$ cat config.mk
export PLATFORM = sky130hd
export DESIGN_NAME = projection_profile_spread_flat
export DESIGN_NICKNAME = d
export VERILOG_FILES = /design/src/rtl/core/pps_pkg.sv /design/src/rtl/core/pps_pixel_if.sv /design/src/rtl/core/pps_result_if.sv /design/src/rtl/core/pps_ram.sv /design/src/rtl/core/pps_spread.sv /design/src/rtl/core/projection_profile_spread.sv /design/src/flat_wrapper.sv
export SDC_FILE = /design/constraint.sdc
export NUM_CORES = 2
export LEC_CHECK = 0
export BUFFER_PORTS_ARGS = -buffer_cell sky130_fd_sc_hd__buf_2
export CORE_ASPECT_RATIO = 0.7
export CORE_MARGIN = 5
export CORE_UTILIZATION = 55
export DETAILED_ROUTE_END_ITERATION = 8
export GPL_TIMING_DRIVEN = 0
export PLACE_DENSITY = 0.71
export SETUP_SLACK_MARGIN = 0.4
export SYNTH_ARGS = -nofsm -noshare
export SYNTH_HDL_FRONTEND = slang
export SYNTH_SLANG_ARGS = --single-unit
$ cat constraint.sdc
create_clock -name clk -period 17.06 [get_ports clk]
set_input_delay 2.559 -clock clk [delete_from_list [all_inputs] [get_ports clk]]
set_output_delay 2.559 -clock clk [all_outputs]
set_load 0.02 [all_outputs]
$ cat src/rtl/core/pps_pkg.sv
`default_nettype none
// ----------------------------------------------------------------------------
// pps_pkg
// Shared types and constants of the projection profile spread block.
// ----------------------------------------------------------------------------
package pps_pkg;

    localparam int PIXEL_W   = 8;
    localparam int INDEX_W   = 6;
    localparam int SPREAD_W  = 17;
    localparam int FRAC_BITS = 16;

    localparam int DEF_MAX_ROWS = 64;
    localparam int DEF_MAX_COLS = 64;

    localparam logic [PIXEL_W-1:0]  INK_THRESHOLD_RESET = 8'd100;
    localparam logic [SPREAD_W-1:0] SPREAD_MAX          = '1;

    // Top level sequencer
    typedef enum logic [2:0] {
        ST_CLEAR,
        ST_RUN,
        ST_DRAIN,
        ST_SWEEP,
        ST_TAIL,
        ST_FINISH
    } pps_state_t;

    // Spread unit sequencer
    typedef enum logic [2:0] {
        SP_IDLE,
        SP_MUL,
        SP_SUB,
        SP_DIV,
        SP_SQRT
    } spr_state_t;

    // Control from the sequencer to one spread unit
    typedef struct packed {
        logic clear;
        logic acc_en;
        logic start;
    } spr_ctrl_t;

endpackage
`default_nettype wire

$ cat src/rtl/core/pps_pixel_if.sv
`default_nettype none
// ----------------------------------------------------------------------------
// pps_pixel_if
// Pixel channel: one gray pixel of a glyph with its position, valid/ready.
// ----------------------------------------------------------------------------
interface pps_pixel_if;
    import pps_pkg::*;

    logic                 valid;
    logic                 ready;
    logic [PIXEL_W-1:0]   pixel;
    logic [INDEX_W-1:0]   row_index;
    logic [INDEX_W-1:0]   col_index;
    logic                 last_pixel;

    modport source (output valid, pixel, row_index, col_index, last_pixel, input ready);
    modport sink   (input valid, pixel, row_index, col_index, last_pixel, output ready);
endinterface
`default_nettype wire

$ cat src/rtl/core/pps_result_if.sv
`default_nettype none
// ----------------------------------------------------------------------------
// pps_result_if
// Result channel: row and column profile spread of one glyph, valid/ready.
// ----------------------------------------------------------------------------
interface pps_result_if;
    import pps_pkg::*;

    logic                  valid;
    logic                  ready;
    logic [SPREAD_W-1:0]   row_spread;
    logic [SPREAD_W-1:0]   col_spread;

    modport source (output valid, row_spread, col_spread, input ready);
    modport sink   (input valid, row_spread, col_spread, output ready);
endinterface
`default_nettype wire

$ cat src/rtl/core/pps_ram.sv
`default_nettype none
// ----------------------------------------------------------------------------
// pps_ram
// Simple dual-port RAM, one write and one registered read port.
// A read at the address being written returns the old data.
// ----------------------------------------------------------------------------
module pps_ram #(
    parameter int WIDTH = 8,
    parameter int DEPTH = 64
) (
    input  logic                                           clk,
    input  logic                                           we,
    input  logic [((DEPTH > 1) ? $clog2(DEPTH) : 1)-1:0]   waddr,
    input  logic [WIDTH-1:0]                               wdata,
    input  logic [((DEPTH > 1) ? $clog2(DEPTH) : 1)-1:0]   raddr,
    output logic [WIDTH-1:0]                               rdata
);
    logic [WIDTH-1:0] mem [DEPTH];
    logic [WIDTH-1:0] rdata_reg;

    always_ff @(posedge clk)
    begin
        if (we)
        begin
            mem[waddr] <= wdata;
        end
        rdata_reg <= mem[raddr];
    end

    assign rdata = rdata_reg;
endmodule
`default_nettype wire

$ cat src/rtl/core/pps_spread.sv
`default_nettype none
// ----------------------------------------------------------------------------
// pps_spread
// Sums a stream of profile counts, then forms floor(256*sqrt((n*Q-S^2)/n))
// with a bit-serial divider followed by a bit-pair serial square root.
// ----------------------------------------------------------------------------
module pps_spread #(
    parameter int N_MAX = pps_pkg::DEF_MAX_ROWS,
    parameter int H_MAX = pps_pkg::DEF_MAX_COLS
) (
    input  logic                               clk,
    input  logic                               rst_n,
    input  pps_pkg::spr_ctrl_t                 ctrl,
    input  logic [$clog2(H_MAX+1)-1:0]         count,
    input  logic [$clog2(N_MAX+1)-1:0]         n,
    output logic                               busy,
    output logic [pps_pkg::SPREAD_W-1:0]       spread
);
    import pps_pkg::*;

    localparam int H_W    = $clog2(H_MAX + 1);
    localparam int N_W    = $clog2(N_MAX + 1);
    localparam int S_W    = $clog2(N_MAX * H_MAX + 1);
    localparam int Q_W    = $clog2(N_MAX * H_MAX * H_MAX + 1);
    localparam int P_W    = N_W + Q_W;
    localparam int X_W    = P_W + FRAC_BITS;
    localparam int R_W    = (X_W + 1) / 2;
    localparam int XE_W   = 2 * R_W;
    localparam int SR_W   = R_W + 2;
    localparam int RX_W   = (R_W > SPREAD_W) ? R_W : SPREAD_W;
    localparam int STEP_W = $clog2(X_W + 1);

    spr_state_t state_reg, state_next;

    logic [STEP_W-1:0]   step_reg;
    logic [S_W-1:0]      s_acc_reg;
    logic [Q_W-1:0]      q_acc_reg;
    logic [P_W-1:0]      nq_reg;
    logic [2*S_W-1:0]    ss_reg;
    logic [N_W-1:0]      rem_reg;
    logic [X_W-1:0]      quo_reg;
    logic [XE_W-1:0]     sx_reg;
    logic [SR_W-1:0]     srem_reg;
    logic [R_W-1:0]      root_reg;
    logic [SPREAD_W-1:0] spread_reg;

    logic [2*H_W-1:0]    cnt_sq;
    logic [P_W-1:0]      nq_prod;
    logic [2*S_W-1:0]    ss_prod;
    logic [P_W-1:0]      dev;
    logic                div_last;
    logic                sqrt_last;

    // divider step
    logic [N_W:0]        d_trial;
    logic                d_ge;
    logic [N_W:0]        d_diff;
    logic [N_W-1:0]      rem_nx;
    logic [X_W-1:0]      quo_nx;

    // square root step
    logic [SR_W+1:0]     s_cat;
    logic [SR_W+1:0]     s_trial;
    logic                s_ge;
    logic [SR_W+1:0]     s_diff;
    logic [SR_W-1:0]     srem_nx;
    logic [R_W-1:0]      root_nx;
    logic [RX_W-1:0]     root_x;

    assign cnt_sq  = count * count;
    assign nq_prod = n * q_acc_reg;
    assign ss_prod = s_acc_reg * s_acc_reg;
    assign dev     = nq_reg - P_W'(ss_reg);

    assign div_last  = (step_reg == STEP_W'(X_W - 1));
    assign sqrt_last = (step_reg == STEP_W'(R_W - 1));

    assign d_trial = {rem_reg, quo_reg[X_W-1]};
    assign d_ge    = (d_trial >= {1'b0, n});
    assign d_diff  = d_trial - {1'b0, n};
    assign rem_nx  = d_ge ? d_diff[N_W-1:0] : d_trial[N_W-1:0];
    assign quo_nx  = {quo_reg[X_W-2:0], d_ge};

    assign s_cat   = {srem_reg, sx_reg[XE_W-1:XE_W-2]};
    assign s_trial = (SR_W + 2)'({root_reg, 2'b01});
    assign s_ge    = (s_cat >= s_trial);
    assign s_diff  = s_cat - s_trial;
    assign srem_nx = s_ge ? s_diff[SR_W-1:0] : s_cat[SR_W-1:0];
    assign root_nx = {root_reg[R_W-2:0], s_ge};
    assign root_x  = RX_W'(root_nx);

    always_ff @(posedge clk or negedge rst_n)
    begin
        if (!rst_n)
        begin
            state_reg <= SP_IDLE;
            step_reg  <= '0;
        end
        else
        begin
            state_reg <= state_next;
            if ((state_reg == SP_DIV && div_last) || state_reg == SP_SUB)
            begin
                step_reg <= '0;
            end
            else if (state_reg == SP_DIV || state_reg == SP_SQRT)
            begin
                step_reg <= STEP_W'(step_reg + 1'b1);
            end
        end
    end

    always_comb
    begin
        state_next = state_reg;
        case (state_reg)
            SP_IDLE:
            begin
                if (ctrl.start)
                begin
                    state_next = SP_MUL;
                end
            end
            SP_MUL:  state_next = SP_SUB;
            SP_SUB:  state_next = SP_DIV;
            SP_DIV:
            begin
                if (div_last)
                begin
                    state_next = SP_SQRT;
                end
            end
            SP_SQRT:
            begin
                if (sqrt_last)
                begin
                    state_next = SP_IDLE;
                end
            end
            default: state_next = SP_IDLE;
        endcase
    end

    always_ff @(posedge clk)
    begin
        case (state_reg)
            SP_IDLE:
            begin
                // accumulate even on the cycle that starts the finish
                if (ctrl.clear)
                begin
                    s_acc_reg <= '0;
                    q_acc_reg <= '0;
                end
                else if (ctrl.acc_en)
                begin
                    s_acc_reg <= S_W'(s_acc_reg + S_W'(count));
                    q_acc_reg <= Q_W'(q_acc_reg + Q_W'(cnt_sq));
                end
            end
            SP_MUL:
            begin
                nq_reg <= nq_prod;
                ss_reg <= ss_prod;
            end
            SP_SUB:
            begin
                quo_reg <= {dev, {FRAC_BITS{1'b0}}};
                rem_reg <= '0;
            end
            SP_DIV:
            begin
                rem_reg <= rem_nx;
                quo_reg <= quo_nx;
                if (div_last)
                begin
                    sx_reg   <= XE_W'(quo_nx);
                    srem_reg <= '0;
                    root_reg <= '0;
                end
            end
            SP_SQRT:
            begin
                sx_reg   <= {sx_reg[XE_W-3:0], 2'b00};
                srem_reg <= srem_nx;
                root_reg <= root_nx;
                if (sqrt_last)
                begin
                    spread_reg <= (root_x > RX_W'(SPREAD_MAX)) ? SPREAD_MAX
                                                               : root_x[SPREAD_W-1:0];
                end
            end
            default:
            begin
            end
        endcase
    end

    assign busy   = (state_reg != SP_IDLE);
    assign spread = spread_reg;
endmodule
`default_nettype wire

$ cat src/rtl/core/projection_profile_spread.sv
`default_nettype none
// ----------------------------------------------------------------------------
// projection_profile_spread
// Ink projection profiles of one glyph kept in two count RAMs; after the
// last pixel the profiles are swept, cleared and reduced to their spread.
//
//   channel   dir  word                                           handshake
//   pixels    in   pixel, row_index, col_index, last_pixel        valid/ready
//   results   out  row_spread, col_spread                         valid/ready
//   cfg       in   ink_threshold (cfg_wdata)                      cfg_we
//
// Pixels are taken one per cycle; each updates a row and a column count
// with a read-modify-write, forwarded when the same entry comes back to back.
// After the last pixel the input stalls through a drain state, a sweep of
// max(MAX_ROWS,MAX_COLS) entries, a tail state, the bit-serial divider and
// square root, and the load of the result into the output register.
// After reset a clearing pass over max(MAX_ROWS,MAX_COLS) entries zeroes the
// RAMs before the first pixel is taken. A waiting result holds in the
// output register; only the next glyph's result load waits for it.
// ----------------------------------------------------------------------------
module projection_profile_spread #(
    parameter int MAX_ROWS = pps_pkg::DEF_MAX_ROWS,
    parameter int MAX_COLS = pps_pkg::DEF_MAX_COLS
) (
    input  logic                          clk,
    input  logic                          rst_n,
    input  logic                          cfg_we,
    input  logic [pps_pkg::PIXEL_W-1:0]   cfg_wdata,
    pps_pixel_if.sink                     pixels,
    pps_result_if.source                  results
);
    import pps_pkg::*;

    localparam int RA_W  = (MAX_ROWS > 1) ? $clog2(MAX_ROWS) : 1;
    localparam int CA_W  = (MAX_COLS > 1) ? $clog2(MAX_COLS) : 1;
    localparam int RC_W  = $clog2(MAX_COLS + 1);   // row count, up to MAX_COLS
    localparam int CC_W  = $clog2(MAX_ROWS + 1);   // column count, up to MAX_ROWS
    localparam int NR_W  = $clog2(MAX_ROWS + 1);
    localparam int NC_W  = $clog2(MAX_COLS + 1);
    localparam int MAX_D = (MAX_ROWS > MAX_COLS) ? MAX_ROWS : MAX_COLS;
    localparam int SW_W  = $clog2(MAX_D + 1);

    pps_state_t state_reg, state_next;

    logic [PIXEL_W-1:0] thr_reg;
    logic [SW_W-1:0]    swp_reg;
    logic               swp_last;
    logic               sweeping;

    logic               fire;
    logic               ink;
    logic               row_ok;
    logic               col_ok;
    logic [INDEX_W:0]   row_p1;
    logic [INDEX_W:0]   col_p1;
    logic [NR_W-1:0]    nr_reg;
    logic [NC_W-1:0]    nc_reg;

    // read-modify-write stage and forwarding
    logic               s1_v_reg;
    logic [RA_W-1:0]    s1_row_reg;
    logic [CA_W-1:0]    s1_col_reg;
    logic               fwd_v_reg;
    logic [RA_W-1:0]    fwd_row_reg;
    logic [CA_W-1:0]    fwd_col_reg;
    logic [RC_W-1:0]    fwd_rcnt_reg;
    logic [CC_W-1:0]    fwd_ccnt_reg;
    logic [RC_W-1:0]    row_cur;
    logic [CC_W-1:0]    col_cur;
    logic [RC_W-1:0]    row_new;
    logic [CC_W-1:0]    col_new;

    // RAM ports
    logic               row_we;
    logic [RA_W-1:0]    row_waddr;
    logic [RA_W-1:0]    row_raddr;
    logic [RC_W-1:0]    row_wdata;
    logic [RC_W-1:0]    row_rdata;
    logic               col_we;
    logic [CA_W-1:0]    col_waddr;
    logic [CA_W-1:0]    col_raddr;
    logic [CC_W-1:0]    col_wdata;
    logic [CC_W-1:0]    col_rdata;

    // spread units
    logic               acc_row_v_reg;
    logic               acc_col_v_reg;
    spr_ctrl_t          row_ctrl;
    spr_ctrl_t          col_ctrl;
    logic               row_busy;
    logic               col_busy;
    logic [SPREAD_W-1:0] row_spread_w;
    logic [SPREAD_W-1:0] col_spread_w;

    // output register
    logic                out_v_reg;
    logic [SPREAD_W-1:0] out_row_reg;
    logic [SPREAD_W-1:0] out_col_reg;
    logic                load;

    assign fire   = pixels.valid && pixels.ready;
    assign ink    = (pixels.pixel > thr_reg);
    assign row_ok = (32'(pixels.row_index) < MAX_ROWS);
    assign col_ok = (32'(pixels.col_index) < MAX_COLS);
    assign row_p1 = {1'b0, pixels.row_index} + 1'b1;
    assign col_p1 = {1'b0, pixels.col_index} + 1'b1;

    assign sweeping = state_reg inside {ST_CLEAR, ST_SWEEP};
    assign swp_last = (swp_reg == SW_W'(MAX_D - 1));

    assign load = (state_reg == ST_FINISH) && !row_busy && !col_busy
                  && (!out_v_reg || results.ready);

    // ---------------------------------------------------------------- control
    always_ff @(posedge clk or negedge rst_n)
    begin
        if (!rst_n)
        begin
            state_reg     <= ST_CLEAR;
            thr_reg       <= INK_THRESHOLD_RESET;
            swp_reg       <= '0;
            s1_v_reg      <= 1'b0;
            fwd_v_reg     <= 1'b0;
            acc_row_v_reg <= 1'b0;
            acc_col_v_reg <= 1'b0;
            out_v_reg     <= 1'b0;
        end
        else
        begin
            state_reg <= state_next;
            if (cfg_we)
            begin
                thr_reg <= cfg_wdata;
            end
            if (sweeping && !swp_last)
            begin
                swp_reg <= SW_W'(swp_reg + 1'b1);
            end
            else
            begin
                swp_reg <= '0;
            end
            s1_v_reg      <= fire && ink && row_ok && col_ok;
            fwd_v_reg     <= s1_v_reg;
            acc_row_v_reg <= (state_reg == ST_SWEEP) && (32'(swp_reg) < 32'(nr_reg));
            acc_col_v_reg <= (state_reg == ST_SWEEP) && (32'(swp_reg) < 32'(nc_reg));
            if (load)
            begin
                out_v_reg <= 1'b1;
            end
            else if (results.ready)
            begin
                out_v_reg <= 1'b0;
            end
        end
    end

    always_comb
    begin
        state_next = state_reg;
        case (state_reg)
            ST_CLEAR:
            begin
                if (swp_last)
                begin
                    state_next = ST_RUN;
                end
            end
            ST_RUN:
            begin
                if (fire && pixels.last_pixel)
                begin
                    state_next = ST_DRAIN;
                end
            end
            ST_DRAIN: state_next = ST_SWEEP;
            ST_SWEEP:
            begin
                if (swp_last)
                begin
                    state_next = ST_TAIL;
                end
            end
            ST_TAIL:  state_next = ST_FINISH;
            ST_FINISH:
            begin
                if (load)
                begin
                    state_next = ST_RUN;
                end
            end
            default:  state_next = ST_CLEAR;
        endcase
    end

    assign pixels.ready = (state_reg == ST_RUN);

    // ---------------------------------------------------------------- payload
    always_ff @(posedge clk)
    begin
        s1_row_reg   <= RA_W'(pixels.row_index);
        s1_col_reg   <= CA_W'(pixels.col_index);
        fwd_row_reg  <= s1_row_reg;
        fwd_col_reg  <= s1_col_reg;
        fwd_rcnt_reg <= row_new;
        fwd_ccnt_reg <= col_new;
        if (fire && pixels.last_pixel)
        begin
            // clamp the glyph size to the profile depth
            nr_reg <= (32'(row_p1) > MAX_ROWS) ? NR_W'(MAX_ROWS) : NR_W'(row_p1);
            nc_reg <= (32'(col_p1) > MAX_COLS) ? NC_W'(MAX_COLS) : NC_W'(col_p1);
        end
        if (load)
        begin
            out_row_reg <= row_spread_w;
            out_col_reg <= col_spread_w;
        end
    end

    // The RAM read of the previous write's edge is stale: take the forwarded count.
    assign row_cur = (fwd_v_reg && fwd_row_reg == s1_row_reg) ? fwd_rcnt_reg : row_rdata;
    assign col_cur = (fwd_v_reg && fwd_col_reg == s1_col_reg) ? fwd_ccnt_reg : col_rdata;
    assign row_new = (row_cur < RC_W'(MAX_COLS)) ? RC_W'(row_cur + 1'b1) : row_cur;
    assign col_new = (col_cur < CC_W'(MAX_ROWS)) ? CC_W'(col_cur + 1'b1) : col_cur;

    always_comb
    begin
        row_raddr = RA_W'(pixels.row_index);
        col_raddr = CA_W'(pixels.col_index);
        row_waddr = s1_row_reg;
        col_waddr = s1_col_reg;
        row_wdata = row_new;
        col_wdata = col_new;
        row_we    = s1_v_reg;
        col_we    = s1_v_reg;
        if (sweeping)
        begin
            // read each entry and zero it behind the read
            row_raddr = RA_W'(swp_reg);
            col_raddr = CA_W'(swp_reg);
            row_waddr = RA_W'(swp_reg);
            col_waddr = CA_W'(swp_reg);
            row_wdata = '0;
            col_wdata = '0;
            row_we    = (32'(swp_reg) < MAX_ROWS);
            col_we    = (32'(swp_reg) < MAX_COLS);
        end
    end

    pps_ram #(
        .WIDTH (RC_W),
        .DEPTH (MAX_ROWS)
    ) u_row_ram (
        .clk   (clk),
        .we    (row_we),
        .waddr (row_waddr),
        .wdata (row_wdata),
        .raddr (row_raddr),
        .rdata (row_rdata)
    );

    pps_ram #(
        .WIDTH (CC_W),
        .DEPTH (MAX_COLS)
    ) u_col_ram (
        .clk   (clk),
        .we    (col_we),
        .waddr (col_waddr),
        .wdata (col_wdata),
        .raddr (col_raddr),
        .rdata (col_rdata)
    );

    // ---------------------------------------------------------------- spread
    always_comb
    begin
        row_ctrl.clear  = (state_reg == ST_DRAIN);
        row_ctrl.acc_en = acc_row_v_reg;
        row_ctrl.start  = (state_reg == ST_TAIL);
        col_ctrl.clear  = (state_reg == ST_DRAIN);
        col_ctrl.acc_en = acc_col_v_reg;
        col_ctrl.start  = (state_reg == ST_TAIL);
    end

    pps_spread #(
        .N_MAX (MAX_ROWS),
        .H_MAX (MAX_COLS)
    ) u_row_spread (
        .clk    (clk),
        .rst_n  (rst_n),
        .ctrl   (row_ctrl),
        .count  (row_rdata),
        .n      (nr_reg),
        .busy   (row_busy),
        .spread (row_spread_w)
    );

    pps_spread #(
        .N_MAX (MAX_COLS),
        .H_MAX (MAX_ROWS)
    ) u_col_spread (
        .clk    (clk),
        .rst_n  (rst_n),
        .ctrl   (col_ctrl),
        .count  (col_rdata),
        .n      (nc_reg),
        .busy   (col_busy),
        .spread (col_spread_w)
    );

    assign results.valid      = out_v_reg;
    assign results.row_spread = out_row_reg;
    assign results.col_spread = out_col_reg;

`ifndef SYNTHESIS
    a_drain_after_last: assert property (@(posedge clk) disable iff (!rst_n)
        (state_reg == ST_DRAIN) |-> $past(pixels.valid && pixels.ready && pixels.last_pixel))
        else $error("drain entered without a last pixel");

    a_sweep_no_update: assert property (@(posedge clk) disable iff (!rst_n)
        (state_reg == ST_SWEEP || state_reg == ST_CLEAR) |-> !s1_v_reg)
        else $error("count update pending during sweep");

    a_result_from_finish: assert property (@(posedge clk) disable iff (!rst_n)
        $rose(results.valid) |-> $past(state_reg == ST_FINISH && !row_busy && !col_busy))
        else $error("result raised before spreads were done");

    a_row_count_bound: assert property (@(posedge clk) disable iff (!rst_n)
        row_we |-> (row_wdata <= RC_W'(MAX_COLS)))
        else $error("row count written past saturation");
`endif
endmodule
`default_nettype wire

$ cat src/flat_wrapper.sv
// flat-port wrapper written by rule: the top's interface ports become plain ports
module projection_profile_spread_flat import pps_pkg::*;
#(
    parameter int MAX_ROWS = pps_pkg::DEF_MAX_ROWS,
    parameter int MAX_COLS = pps_pkg::DEF_MAX_COLS
)
  (clk, rst_n, cfg_we, cfg_wdata, pixels_valid, pixels_pixel, pixels_row_index, pixels_col_index, pixels_last_pixel, pixels_ready, results_valid, results_row_spread, results_col_spread, results_ready);
  pps_pixel_if pixels_i ();
  pps_result_if results_i ();
  input  logic clk;
  input  logic rst_n;
  input  logic cfg_we;
  input  logic [pps_pkg::PIXEL_W-1:0] cfg_wdata;
  input wire logic [$bits(pixels_i.valid)-1:0] pixels_valid;
  input wire logic [$bits(pixels_i.pixel)-1:0] pixels_pixel;
  input wire logic [$bits(pixels_i.row_index)-1:0] pixels_row_index;
  input wire logic [$bits(pixels_i.col_index)-1:0] pixels_col_index;
  input wire logic [$bits(pixels_i.last_pixel)-1:0] pixels_last_pixel;
  output wire logic [$bits(pixels_i.ready)-1:0] pixels_ready;
  output wire logic [$bits(results_i.valid)-1:0] results_valid;
  output wire logic [$bits(results_i.row_spread)-1:0] results_row_spread;
  output wire logic [$bits(results_i.col_spread)-1:0] results_col_spread;
  input wire logic [$bits(results_i.ready)-1:0] results_ready;
  assign pixels_i.valid = pixels_valid;
  assign pixels_i.pixel = pixels_pixel;
  assign pixels_i.row_index = pixels_row_index;
  assign pixels_i.col_index = pixels_col_index;
  assign pixels_i.last_pixel = pixels_last_pixel;
  assign pixels_ready = pixels_i.ready;
  assign results_valid = results_i.valid;
  assign results_row_spread = results_i.row_spread;
  assign results_col_spread = results_i.col_spread;
  assign results_i.ready = results_ready;
  projection_profile_spread #(.MAX_ROWS(MAX_ROWS), .MAX_COLS(MAX_COLS)) u_core (.clk(clk), .rst_n(rst_n), .cfg_we(cfg_we), .cfg_wdata(cfg_wdata), .pixels(pixels_i), .results(results_i));
endmodule
* After elaboration in Yosys (flattened, before gate mapping)
Memory sizes are Yosys's and may differ from the RTL's. A register that Yosys moved wholly into a read port is not among the register bits.
Cells that the tools add are included.
** Cells by class
- Add/subtract/negate cells :: 17
- $mul :: 6
- Magnitude comparators :: 14
- Eq/ne operators :: 30
- Mux-type cells :: 56
- Reductions and logical operators :: 46
** Operator list (count)
- one-hot mux 42 bit (2 select lines) :: 4
- 2-to-1 mux 23 bit :: 4
- one-hot mux 23 bit (2 select lines) :: 2
- 2-to-1 mux 42 bit :: 2
- one-hot mux 21 bit (2 select lines) :: 2
- 2-to-1 mux 7 bit :: 9
- multiplier 13 x 13 -> 26 bit :: 2
- multiplier 7 x 19 -> 26 bit :: 2
- subtractor 26 bit :: 2
- greater-or-equal comparator 25 x 23 -> 1 bit :: 2
- 2-to-1 mux 6 bit :: 8
- subtractor 23 bit :: 2
- greater-than comparator 21 x 17 -> 1 bit (second input constant) :: 2
- 2-to-1 mux 21 bit :: 2
- adder 19 x 14 -> 19 bit :: 2
- 2-to-1 mux 19 bit :: 2
- one-hot mux 3 bit (5 select lines) :: 2
- multiplier 7 x 7 -> 14 bit :: 2
- one-hot mux 7 bit (2 select lines) :: 2
- 2-to-1 mux 3 bit :: 9
- adder 13 x 7 -> 13 bit :: 2
- 2-to-1 mux 13 bit :: 2
- adder 7 x 1 -> 7 bit (second input constant) :: 3
- less-than comparator 7 bit (second input constant) :: 3
- other kinds (27) :: 95
** Word-level totals
- Register bits after elaboration :: 599
- RAM bits :: 896
- Input bits :: 34
- Memories :: 2
** Memory list
- u_core.u_col_ram.mem :: words 64, bits a word 7, read ports 1, clocked after Yosys merged registers in 1, wr ports 1, RTL line pps_ram.sv:18 : logic [WIDTH-1:0] mem [DEPTH];
- u_core.u_row_ram.mem :: words 64, bits a word 7, read ports 1, clocked after Yosys merged registers in 1, wr ports 1, RTL line pps_ram.sv:18

* Logic depth before layout (Yosys ltp)
- Depth after elaboration :: 7
- Depth in mapped cells :: 25
- Mapped depth without buffers :: 23

* Modules after synthesis
A second synthesis with hierarchy kept.
** Unflattened totals
- Cells, all modules :: 6857
- Area total of the unflattened synthesis :: 85630.9 um^2
** By module, submodules not included
- pps_ram :: times used 2, cells each 827, area an instance 17635.7 um^2
- pps_spread at u_core.u_col_spread :: times used 1, cells each 2387, area an instance 22824.4 um^2
- pps_spread at u_core.u_row_spread :: times used 1, cells each 2371, area an instance 22651.7 um^2
- projection_profile_spread :: times used 1, cells each 445, area an instance 4883.4 um^2

* Worst setup path after synthesis
OpenSTA, ideal clock, no wires.
- Path type :: register to register
- From :: register u_core.u_col_spread.state_reg[2]
- To :: register u_core.u_col_spread.root_reg[0], enable pin
- Setup time :: 0.649 ns
- Arrival :: 7.288 ns
- Required time :: 16.411 ns
- Setup slack :: 9.123 ns
- Stages on the path, launching flop included :: 7
- Buffers on the path :: 2
- Clock period less this slack :: 7.937 ns
- Cell sequence :: dfrtp_1 -> nand2b_1 -> inv_1 -> nand2_1 -> clkbuf_1 -> clkbuf_1 -> o21ai_0
** Between the ends
- Longest elaborated chain between the ends :: 3
- Elaborated cells on any way between the ends :: 5
- Classes of those cells :: 3 x eq/ne; 2 x reduce/logical
** RTL lines
- from (decl) :: RTL line pps_spread.sv:33 : spr_state_t state_reg, state_next;
- from (signal assigned) :: RTL line pps_spread.sv:101 : state_reg <= state_next;
- == test 3 x 2 -> 1 bit or == test 3 bit (tied branches) :: RTL line pps_spread.sv:146 : case (state_reg)
- inequality test 2 bit (no line) or nonzero test 2 bit (tied branches)
- AND reduction 2 bit (no line) *
- to (signal assigned) :: RTL line pps_spread.sv:186 : root_reg <= root_nx;
- to (decl) :: RTL line pps_spread.sv:44 : logic [R_W-1:0] root_reg;
Every way passes the cells marked *; elsewhere a longest branch is shown, timed or not.
A chain may end at the register's enable or synchronous reset.

* Worst setup path after layout
- From :: register u_core.u_row_spread.s_acc_reg[9]
- To :: register u_core.u_row_spread.ss_reg[25] (data pin)
** Between the ends
- Longest elaborated chain between the ends :: 1
** RTL lines
- from (decl) :: RTL line pps_spread.sv:36 : logic [S_W-1:0] s_acc_reg;
- from (signal assigned) :: RTL line pps_spread.sv:157 : s_acc_reg <= S_W'(s_acc_reg + S_W'(count));
- multiplier 13 x 13 -> 26 bit :: RTL line pps_spread.sv:72 : assign ss_prod = s_acc_reg * s_acc_reg;
- net u_core.u_row_spread.ss_prod[25] :: RTL line pps_spread.sv:49 : logic [2*S_W-1:0] ss_prod;
- to (signal assigned) :: RTL line pps_spread.sv:164 : ss_reg <= ss_prod;
- to (decl) :: RTL line pps_spread.sv:39 : logic [2*S_W-1:0] ss_reg;
The timed path passes the listed nets, and every way through them passes these cells.

==> impl_metrics.csv <==
group,metric,value,unit
synth,synth-edff-count,1414,
synth,ys_seq_area_share,52.4,%
floorplanning,design.core.area,153000,µm²
global_routing,grt_pass1_vias,52300,
timing,slew_violations,0,
finish,area_delta_synth_final,9.87,%
synth,ys_types,83,
drt,top_layer,"met5",
clocking,cts_root_buffer,"clkbuf_16",
synth,synthTopCellsByCount,"1414 x edfxtp_1, 888 x inv_1, 741 x nand2_1",
critical_path,cp_max_fo,10,
critical_path,start_kind,"register",
finish,multi_input_area,36200,µm²
synth,synth_area_leaders,"edfxtp_1 50%, fa_1 9.8%, ha_1 6.6%, mux4_2 5.9%, inv_1 3.9%",
finish,drive_gt1_share,9.24,%
power,switching_share,20.5,%
placed_design,place_area,88500,µm²
global_routing,grt_pass1_wl,301000,µm
global_routing,grt_max_degree,62,
drt,wl_per_cell,21.2,µm
clocking,clk_pin_slew_worst_paths,0.07,ns
synth,synth_seq_cells,1507,
power,pwr-share-comb,0.4,%
drt,avgViaCountPerCell,5.74,
power,switching_power,1.49,mW
critical_path,slowest_delay,0.53,ns
drt,ant_nets,0,
clocking,post_cts_buffers,0,
timing,setup-violations-final,0,
finish,regArea,44500,µm²
floorplanning,start_util,55.5,%
synth,synth_ff_type,"edfxtp_1",
critical_path,crit_family,"adder cells",
synth,synth_nets,7635,
drt,drt-total-wl,193000,µm
timing,maxSlewHeadroom,18.5,%
critical_path,cp_slowest_cell,"fa_1",
global_routing,grt_antenna_before_repair,13,
clocking,ctsHoldBuffers,0,
finish,layout.nets,7882,
floorplanning,die_w,480,µm
drt,wl_met1,87100,µm
timing,setup_slack,10.19,ns
synth,ys.warnings.count,0,
drt,vias,52300,
global_routing,grt-ovfl-total,0,
timing,fin_crit,6.87,ns
placed_design,place_worst_setup_slack,10.30,ns
synth,async_reset_ff_share,2.72,%
placed_design,place_congestion,0.944,
critical_path,worstPathArrival,7.43,ns
synth,syn_inst,6735,
floorplanning,dieArea,162000,µm²
drt,drt_iter0_drc,4991,
floorplanning,io_pins,70,
floorplanning,die_h,339,µm
clocking,cts_made_buffers,143,
clocking,cts_buffer_depth,3,
synth,syn_area,84900,µm²
flow_run,drv_cap,0,
critical_path,critPathRequiredTime,17.61,ns
synth,yosys.area.top_type,"edfxtp_1",
timing,maxClockFrequency,0.145,GHz
clocking,cts_sinks,1507,
clocking,clkLatencyLatePin,0.82,ns
synth,synth_top_area_share,50.0,%
critical_path,end_kind,"register",
power,seq_power_share,54.8,%
critical_path,crit_type,"register to register",
hold_path,hold_path.class,"register to register",
placed_design,dp_hpwl,141000,µm
finish,n_fill_cell,11700,
drt,wl_met2,83500,µm
power,vdd_drop_max,0.106,mV
timing,grt_setup_unrepaired,"false",
floorplanning,rows,120,
synth,syn_area_per_cell,12.6,µm²
power,p_int,5.78,mW
timing,final_hold_viol_count,0,
finish,final_area,93300,µm²
timing,finClkSkew,0.0510,ns
timing,fin_tns_setup,0,ns
clocking,cts_resized,0,
placed_design,io_buffer_count,69,
power,power_density,78.0,nW/µm²
clocking,cts_tree,"built",
critical_path,path_buf_inv,9,
global_routing,grt_use_total,23.7,%
power,pwr-share-clk,44.8,%
power,power_leakage,36.0,nW
drt,drc,0,
clocking,cts.htree.levels,4,
finish,reg.largest.list,"u_core.u_col_ram.mem (448), u_core.u_row_ram.mem (448)",
drt,dr.pass1.iters,6,
timing,min_period_over_period,40.3,%
synth,synth.most_common_cell,"edfxtp_1",
critical_path,critPathMostFrequentCell,"inv_1",
drt,wl_met3,17800,µm
status,status,"completed",
timing,worst_pin_slew,1.21,ns
[worst paths after layout]
path	from	slack, ns	cells after the start	endpoint
worst max-delay path	u_core.u_row_spread.s_acc_reg[9]	10.19	25	u_core.u_row_spread.ss_reg[25]
worst min-delay path	u_core.s1_row_reg[4]	0.39	0	u_core.fwd_row_reg[4]
worst max register to register	u_core.u_row_spread.s_acc_reg[9]	10.19	25	u_core.u_row_spread.ss_reg[25]
worst min register to register	u_core.s1_row_reg[4]	0.39	0	u_core.fwd_row_reg[4]
max in group asynchronous	rst_n	14.71	1	u_core.thr_reg[7]
min in group asynchronous	rst_n	1.78	1	u_core.u_col_spread.step_reg[1]
[power groups by stage]
stage | Combinational, mW | Clock (mW) | Sequential (mW)
finish | 0.0258 | 3.26 | 3.99
floorplan | 0.0118 | 0 | 4.07
global placement | 0.0247 | 0 | 4.07
CTS | 0.0261 | 3.31 | 3.99
global route | 0.0292 | 3.46 | 3.99
detailed placement | 0.0259 | 0 | 4.07
[metrics by stage]
step	total power [mW]	hold slack, ns	cells	util (%)
2_1_floorplan	4.08	0.354	6735	-
3_3_place_gp	4.09	0.376	8817	57.3
3_5_place_dp	4.09	0.381	8850	57.8
4_1_cts	7.32	0.396	9113	60.9
5_1_grt	7.47	0.401	9116	60.9
6_report	7.28	0.393	9121	60.9
[cells by family after synthesis]
group / Yosys count / synth area share, %
flops: 1507 / 52.4
fa+ha+maj: 866 / 16.4
simple gates: 1837 / 9.82
xor+xnor: 263 / 2.72
mux: 388 / 7.88
other cells: 1 / 0.00442
compound gates: 762 / 5.62
buf+inv: 1111 / 5.08
[final cells by class]
class                   count  share of cell area (%)
well taps                2013                    2.70
flip-flops and latches   1507                    47.7
multi-input cells        4117                    38.8
diodes                      8                  0.0215
clock buffers             183                    4.04
plain buffers             221                    1.05
repair buffers            102                    1.03
inverters                 890                    3.58
clock inverters            80                    1.08
[routing by layer]
layer	vias to the layer above	track usage, %
met3	280	5.34
met5	-	0
met4	2	6.27
met1	25900	36.1
li1	24000	-
met2	2097	34.6
[cells in the final DEF (no fill, tap or decap), types with 19 or more instances in the layout]
master / instances
edfxtp_1: 1414
inv_1: 888
nand2_1: 741
nor2_1: 487
ha_1: 450
fa_1: 416
a21oi_1: 228
mux4_2: 224
clkbuf_1: 189
xnor2_1: 166
and2_1: 166
mux2i_1: 158
o21ai_0: 144
clkbuf_16: 144
xor2_1: 96
buf_2: 94
a21o_1: 88
nand3_1: 78
nor2b_1: 67
nor3_1: 63
o22ai_1: 61
and3_1: 59
dfxtp_1: 52
nand2b_1: 40
dfrtp_1: 38
a211oi_1: 34
o21bai_1: 27
nand4_1: 22
or3_1: 21
buf_1: 20
buf_6: 19
(Power assumes the default switching activity.)
